## src/rtl/pei_pkg.sv

```systemverilog
`timescale 1ns / 1ps

package pei_pkg;

   localparam int FIELD_W = 32;
   localparam int MASS_W  = 25;
   localparam int DT_W    = 16;
   localparam int DT_FRAC = 16;
   localparam int SPLIT_W = 24;
   localparam int MAG_W   = 48;
   localparam int PROD_W  = 49;
   localparam int RES_W   = 50;
   localparam int CSR_IDX_W  = 4;
   localparam int CSR_DATA_W = 32;

   localparam logic [CSR_IDX_W-1:0] CSR_INV_MASS = CSR_IDX_W'(0);
   localparam logic [CSR_IDX_W-1:0] CSR_LOCKED   = CSR_IDX_W'(1);

   typedef enum logic [1:0] {
      OP_FORCE = 2'd0,
      OP_SIM   = 2'd1,
      OP_SETP  = 2'd2,
      OP_SETV  = 2'd3
   } op_type;

   typedef enum logic [1:0] {
      PH_NONE,
      PH_LO,
      PH_HI,
      PH_FIN
   } phase_type;

   typedef enum logic [1:0] {
      OPND_FORCE,
      OPND_RES,
      OPND_VEL
   } opnd_type;

   typedef enum logic [3:0] {
      ST_IDLE,
      ST_EXEC,
      ST_M1_LO,
      ST_M1_HI,
      ST_M1_FIN,
      ST_M2_LO,
      ST_M2_HI,
      ST_M2_FIN,
      ST_VEL,
      ST_M3_LO,
      ST_M3_HI,
      ST_M3_FIN,
      ST_POS,
      ST_DONE
   } state_type;

   typedef struct packed {
      logic      cap;
      opnd_type  opnd;
      logic      b_mass;
      phase_type phase;
      logic      force_add;
      logic      force_clr;
      logic      pos_load;
      logic      vel_load;
      logic      vel_acc;
      logic      pos_acc;
   } ctrl_type;

endpackage

```

## src/rtl/pei_mul.sv

```systemverilog
`timescale 1ns / 1ps

module pei_mul #(
   parameter int WORD_WIDTH = 32,
   parameter int FRAC_BITS  = 16
) (
   input  logic                          clock,
   input  pei_pkg::phase_type            phase,
   input  logic                          frac_sh,
   input  logic signed [WORD_WIDTH-1:0]  opnd,
   input  logic [pei_pkg::MASS_W-1:0]    mult,
   output logic signed [WORD_WIDTH-1:0]  result
);
   import pei_pkg::*;

   localparam logic [RES_W-1:0] LIM = RES_W'(1) << (WORD_WIDTH - 1);
   localparam logic [4:0] UP_F = 5'(SPLIT_W - FRAC_BITS);
   localparam logic [4:0] UP_D = 5'(SPLIT_W - DT_FRAC);
   localparam logic [4:0] SH_F = 5'(FRAC_BITS);
   localparam logic [4:0] SH_D = 5'(DT_FRAC);

   logic signed [MAG_W:0]     opnd_ext;
   logic [MAG_W:0]            mag_full;
   logic [MAG_W-1:0]          mag;
   logic [PROD_W-1:0]         p_lo;
   logic [4:0]                up;
   logic [4:0]                sh;
   logic [RES_W-1:0]          thr;
   logic [RES_W-1:0]          phi_x;
   logic [RES_W-1:0]          sum;
   logic [RES_W-1:0]          r;
   logic [RES_W-1:0]          rp;
   logic signed [WORD_WIDTH-1:0] res_fin;

   logic                      neg_ff;
   logic [SPLIT_W-1:0]        mhi_ff;
   logic [PROD_W-1:0]         plo_ff;
   logic [PROD_W-1:0]         phi_ff;
   logic signed [WORD_WIDTH-1:0] result_ff;

   // magnitude and low partial product
   always_comb begin
      opnd_ext = {{(MAG_W + 1 - WORD_WIDTH){opnd[WORD_WIDTH-1]}}, opnd};
      mag_full = opnd_ext[MAG_W] ? ((MAG_W+1)'(0) - opnd_ext) : opnd_ext;
      mag      = mag_full[MAG_W-1:0];
      p_lo     = PROD_W'(mag[SPLIT_W-1:0]) * PROD_W'(mult);
   end

   // shift, sign and saturation
   always_comb begin
      up    = frac_sh ? UP_F : UP_D;
      sh    = frac_sh ? SH_F : SH_D;
      thr   = LIM >> up;
      phi_x = RES_W'(phi_ff);
      sum   = (phi_x << up) + (RES_W'(plo_ff) >> sh);
      if (phi_x > thr) begin
         r = LIM;
      end else if (sum > LIM) begin
         r = LIM;
      end else begin
         r = sum;
      end
      rp = (r > LIM - RES_W'(1)) ? (LIM - RES_W'(1)) : r;
      res_fin = neg_ff ? WORD_WIDTH'(RES_W'(0) - r) : WORD_WIDTH'(rp);
   end

   always_ff @(posedge clock) begin
      case (phase)
         PH_LO: begin
            neg_ff <= opnd[WORD_WIDTH-1];
            mhi_ff <= mag[MAG_W-1:SPLIT_W];
            plo_ff <= p_lo;
         end
         PH_HI: begin
            phi_ff <= PROD_W'(mhi_ff) * PROD_W'(mult);
         end
         PH_FIN: begin
            result_ff <= res_fin;
         end
         default: begin
         end
      endcase
   end

   assign result = result_ff;

endmodule

```

## src/rtl/pei_lane.sv

```systemverilog
`timescale 1ns / 1ps

module pei_lane #(
   parameter int WORD_WIDTH = 32,
   parameter int FRAC_BITS  = 16
) (
   input  logic                                clock,
   input  logic                                reset,
   input  pei_pkg::ctrl_type                   ctrl,
   input  logic signed [pei_pkg::FIELD_W-1:0]  vec,
   input  logic [pei_pkg::DT_W-1:0]            time_step,
   input  logic [pei_pkg::MASS_W-1:0]          inv_mass,
   output logic signed [pei_pkg::FIELD_W-1:0]  pos_out,
   output logic signed [pei_pkg::FIELD_W-1:0]  vel_out
);
   import pei_pkg::*;

   localparam int EXT_W = (WORD_WIDTH > FIELD_W) ? WORD_WIDTH : FIELD_W;
   localparam logic signed [EXT_W:0] MAXV =
      {{(EXT_W - WORD_WIDTH + 2){1'b0}}, {(WORD_WIDTH - 1){1'b1}}};
   localparam logic signed [EXT_W:0] MINV =
      {{(EXT_W - WORD_WIDTH + 2){1'b1}}, {(WORD_WIDTH - 1){1'b0}}};
   localparam logic signed [WORD_WIDTH-1:0] WMAX = {1'b0, {(WORD_WIDTH - 1){1'b1}}};
   localparam logic signed [WORD_WIDTH-1:0] WMIN = {1'b1, {(WORD_WIDTH - 1){1'b0}}};

   logic signed [WORD_WIDTH-1:0] pos_ff;
   logic signed [WORD_WIDTH-1:0] pos_in;
   logic signed [WORD_WIDTH-1:0] vel_ff;
   logic signed [WORD_WIDTH-1:0] vel_in;
   logic signed [WORD_WIDTH-1:0] force_ff;
   logic signed [WORD_WIDTH-1:0] force_in;
   logic signed [WORD_WIDTH-1:0] vec_ff;

   logic signed [EXT_W:0]        vec_ext;
   logic signed [EXT_W:0]        vec_clip;
   logic signed [WORD_WIDTH-1:0] mul_opnd;
   logic [MASS_W-1:0]            mul_b;
   logic signed [WORD_WIDTH-1:0] mul_res;
   logic signed [WORD_WIDTH-1:0] add_a;
   logic signed [WORD_WIDTH-1:0] add_b;
   logic signed [WORD_WIDTH:0]   add_sum;
   logic signed [WORD_WIDTH-1:0] add_sat;
   logic signed [EXT_W:0]        pos_ext;
   logic signed [EXT_W:0]        vel_ext;

   // input field to word range
   always_comb begin
      vec_ext = {{(EXT_W - FIELD_W + 1){vec[FIELD_W-1]}}, vec};
      if (vec_ext > MAXV) begin
         vec_clip = MAXV;
      end else if (vec_ext < MINV) begin
         vec_clip = MINV;
      end else begin
         vec_clip = vec_ext;
      end
   end

   always_comb begin
      case (ctrl.opnd)
         OPND_RES: mul_opnd = mul_res;
         OPND_VEL: mul_opnd = vel_ff;
         default:  mul_opnd = force_ff;
      endcase
      mul_b = ctrl.b_mass ? inv_mass : MASS_W'(time_step);
   end

   pei_mul #(
      .WORD_WIDTH(WORD_WIDTH),
      .FRAC_BITS (FRAC_BITS)
   ) u_mul (
      .clock  (clock),
      .phase  (ctrl.phase),
      .frac_sh(ctrl.b_mass),
      .opnd   (mul_opnd),
      .mult   (mul_b),
      .result (mul_res)
   );

   // shared saturating adder
   always_comb begin
      if (ctrl.force_add) begin
         add_a = force_ff;
         add_b = vec_ff;
      end else if (ctrl.vel_acc) begin
         add_a = vel_ff;
         add_b = mul_res;
      end else begin
         add_a = pos_ff;
         add_b = mul_res;
      end
      add_sum = {add_a[WORD_WIDTH-1], add_a} + {add_b[WORD_WIDTH-1], add_b};
      if (add_sum[WORD_WIDTH] != add_sum[WORD_WIDTH-1]) begin
         add_sat = add_sum[WORD_WIDTH] ? WMIN : WMAX;
      end else begin
         add_sat = add_sum[WORD_WIDTH-1:0];
      end
   end

   always_comb begin
      pos_in   = pos_ff;
      vel_in   = vel_ff;
      force_in = force_ff;
      if (ctrl.pos_load) begin
         pos_in = vec_ff;
      end
      if (ctrl.pos_acc) begin
         pos_in = add_sat;
      end
      if (ctrl.vel_load) begin
         vel_in = vec_ff;
      end
      if (ctrl.vel_acc) begin
         vel_in = add_sat;
      end
      if (ctrl.force_add) begin
         force_in = add_sat;
      end
      if (ctrl.force_clr) begin
         force_in = '0;
      end
   end

   always_ff @(posedge clock) begin
      if (reset) begin
         pos_ff   <= '0;
         vel_ff   <= '0;
         force_ff <= '0;
      end else begin
         pos_ff   <= pos_in;
         vel_ff   <= vel_in;
         force_ff <= force_in;
      end
   end

   always_ff @(posedge clock) begin
      if (ctrl.cap) begin
         vec_ff <= vec_clip[WORD_WIDTH-1:0];
      end
   end

   always_comb begin
      pos_ext = {{(EXT_W - WORD_WIDTH + 1){pos_ff[WORD_WIDTH-1]}}, pos_ff};
      vel_ext = {{(EXT_W - WORD_WIDTH + 1){vel_ff[WORD_WIDTH-1]}}, vel_ff};
   end

   assign pos_out = pos_ext[FIELD_W-1:0];
   assign vel_out = vel_ext[FIELD_W-1:0];

endmodule

```

## config.mk

```make
export PLATFORM = sky130hd
export DESIGN_NAME = pei_lane
export DESIGN_NICKNAME = d
export VERILOG_FILES = /design/src/rtl/pei_pkg.sv /design/src/rtl/pei_mul.sv /design/src/rtl/pei_lane.sv
export SDC_FILE = /design/constraint.sdc
export NUM_CORES = 2
export LEC_CHECK = 0
export ABC_CLOCK_PERIOD_IN_PS = 12700
export BUFFER_PORTS_ARGS = -buffer_cell sky130_fd_sc_hd__buf_2
export CAP_MARGIN = 15
export CORE_MARGIN = 2
export CORE_UTILIZATION = 66
export DETAILED_ROUTE_END_ITERATION = 10
export PLACE_DENSITY = 0.92
export SETUP_SLACK_MARGIN = 0.15
export SKIP_CTS_REPAIR_TIMING = 1
export SLEW_MARGIN = 15
export SYNTH_ARGS = -nofsm -noshare
export SYNTH_HDL_FRONTEND = slang
export SYNTH_SLANG_ARGS = --single-unit
```

## constraint.sdc

```tcl
create_clock -name clock -period 12.7 [get_ports clock]
set_input_delay 2.54 -clock clock [delete_from_list [all_inputs] [get_ports clock]]
set_output_delay 2.54 -clock clock [all_outputs]
set_load 0.005 [all_outputs]
```

==> out/results.tsv <==
metric	value	unit
status	finished clean	
crit path time final	12.12	ns
EDFF count, synth	156	
Setup Skew	0.0204	ns
drt first pass iters	9	
cts bufs inserted	29	
Ys Warns	0	
area of the multi-input gates	37100	sq um
Initial Util	66.6	%
vias in the first global route	42000	
Yosys top cell area share	36.9	%
Final Setup Violations	0	
CP Launch Point	ctrl[9]	
CP Class	in2reg	
max_cap viols	0	
Clock Path Buffers	3	
Reg clk slew, reported paths	0.07	ns
H-tree depth	1	
hpwl dp	115000	um
HP Class	reg2reg	
I/O pins	151	
Final Hold Vio Count	0	
detailed-route DRC error count	0	
net count after synthesis	6674	
largest net degree at the start of global routing	60	
Clock Latency Late Sink	0.59	ns
most used cell, CP	fa_1	
Final Wtd Congestion	1.05	
Mapped Avg Cell Area	9.16	sq um
critical path peak fanout	27	
most common flop cell mapped by yosys	edfxtp_1	
most frequent cells in the layout	1061 x inv_1, 895 x fa_1, 712 x nand2_1, 396 x ha_1, 283 x nor2_1	
GRT Overall Usage	38.6	%
DR WL/cell	22.8	um
register area	6610	sq um
commonest non-fill, non-tap cell in the layout	inv_1	
CP Launch Type	primary input	
Slew headroom	18.8	%
CTS sink cnt	252	
Yosys cell types	93	
Global Route met2 Usage	61.8	%
# rows	99	
worst r2r src	u_mul.result[31]$_DFFE_PN_	
GR Util met1	46.1	%
post-route insts no fill	6297	
CTS tree	done	
Post-DRT Antenna Nets	0	
Required @ worst endpoint	13.02	ns
crit end category	register	
count of pins over their slew limit	0	
register area share after synthesis	13.6	%
CP max stage delay	0.87	ns
Placed Cells	6243	
period utilisation layout	95.4	%
Syn Inst Count	5296	
vias per inst	6.34	
layout cells sized above 1	7.51	%
port bufs	150	
Detailed Route Iter0 Violations	4570	
RSZ-0062 raised after global routing	false	
synthesized area	48500	sq um
total negative slack	0	ns
Core ar.	72800	sq um
Arrival @ worst endpoint	12.44	ns
flops & latches, synth	252	
met3 Use GR	10.3	%
Die H	275	um
min-delay src	force_ff[0]$_SDFFE_PP0P_	
Area Growth Syn to Fin	5.71	%
Slew @ Worst Pin	1.22	ns
gr busiest metal	met2	
die area	75700	sq um
global route overflow	0	
Critical-path top delay cell	xnor2_1	
clock root cell	clkbuf_16	
DIE WIDTH	275	um
DR vias	39900	
first-pass GRT wire length	225000	um
final net count	6693	
Routed WL	144000	um
filler cell count in the final layout	5133	
ys async rst share	0	%
initial antenna violation count	3	
Synth area leader	fa_1	
Synth area leaders	fa_1 37%, ha_1 10%, edfxtp_1 9.7%	
fmax	0.0825	GHz
## routing by layer
layer / wire length [um] / vias up / part of all wire, %
met4: 11800 / 4 / 8.2
met2: 65900 / 2819 / 46
met5: 27 / - / 0.019
met1: 48200 / 19400 / 34
met3: 17700 / 796 / 12
li1: - / 16900 / -
## layout make-up
type                            instances  area share (%)
Clock inverter                         24           0.476
Inverter                             1061            7.77
Tap cell                              959            2.34
Clock buffer                           29            1.42
Timing Repair Buffer                  242            2.81
Antenna cell                            1         0.00488
Multi-Input combinational cell       3729            72.3
Sequential cell                       252            12.9
## cell families (layout without fill, tap and decap cells)
kind of cell,count (synthesis),count (layout),share of synthesized area (%)
adder cells (fa/ha/maj),1291,1291,47.2
AO/OA/AOI/OAI,740,740,10.1
flip-flops,252,252,13.6
AND/OR/NAND/NOR,1395,1395,12.8
XOR/XNOR,137,137,2.47
multiplexers,165,165,3.54
other,1,2,0.00773
buffers and inverters,1315,1356,10.2
## final timing paths
path                                              endpoint  slack [ns]  depth (start not counted)
worst max-delay path            u_mul.plo_ff[47]$_DFFE_PN_        0.58                         31
worst min-delay path              force_ff[0]$_SDFFE_PP0P_        0.47                          2
worst max register to register  u_mul.plo_ff[47]$_DFFE_PN_        2.87                         27
worst min register to register    force_ff[0]$_SDFFE_PP0P_        0.47                          2
## metrics by stage
stage	setup slack, ns	utilization, %	hold slack (ns)	instance area (sq um)
global placement	0.652	69.1	0.454	50300
floorplan	1.62	-	0.439	48500
global route	0.178	70.4	0.484	51300
detailed placement	0.266	69.1	0.461	50300
finish	0.582	70.4	0.474	51300
CTS	0.817	70.4	0.470	51300
## state kept, by name, summed over array words and instances, names as in the netlist
signal / flops
force_ff: 32
pos_out: 32
u_mul.mhi_ff: 9
u_mul.neg_ff: 1
u_mul.phi_ff: 49
u_mul.plo_ff: 33
u_mul.result: 32
vec_ff: 32
vel_out: 32
## worst max-delay path: cells and delay by family
kind | cells | cell delay, ns
adder cells (fa/ha/maj) | 9 | 4.35
buffers and inverters | 8 | 1.16
AO/OA/AOI/OAI | 6 | 2.03
AND/OR/NAND/NOR | 6 | 1.29
XOR/XNOR | 2 | 1.03
## Yosys cell counts, types with 18 or more instances
master and n:
and3_1 62, nor2_1 283, inv_1 1061, xnor2_1 82, fa_1 895, nor4_1 18, nand3_1 48, nor3_1 43
o21a_1 29, and2_1 99, nand2_1 712, edfxtp_1 156, clkbuf_1 223, a21o_1 78, o21ai_1 21, a21oi_1 131
xor2_1 55, o21ai_0 156, a31oi_1 51, a211oi_1 35, dfxtp_1 96, or3_1 20, a221o_1 25, o21bai_1 18
o22ai_1 62, mux2i_1 113, mux2_2 52, ha_1 396, nor2b_1 26
Power is left out: the tool's default activity adds up to more than one toggle a clock period on the data nets, which glitch-free logic cannot reach.
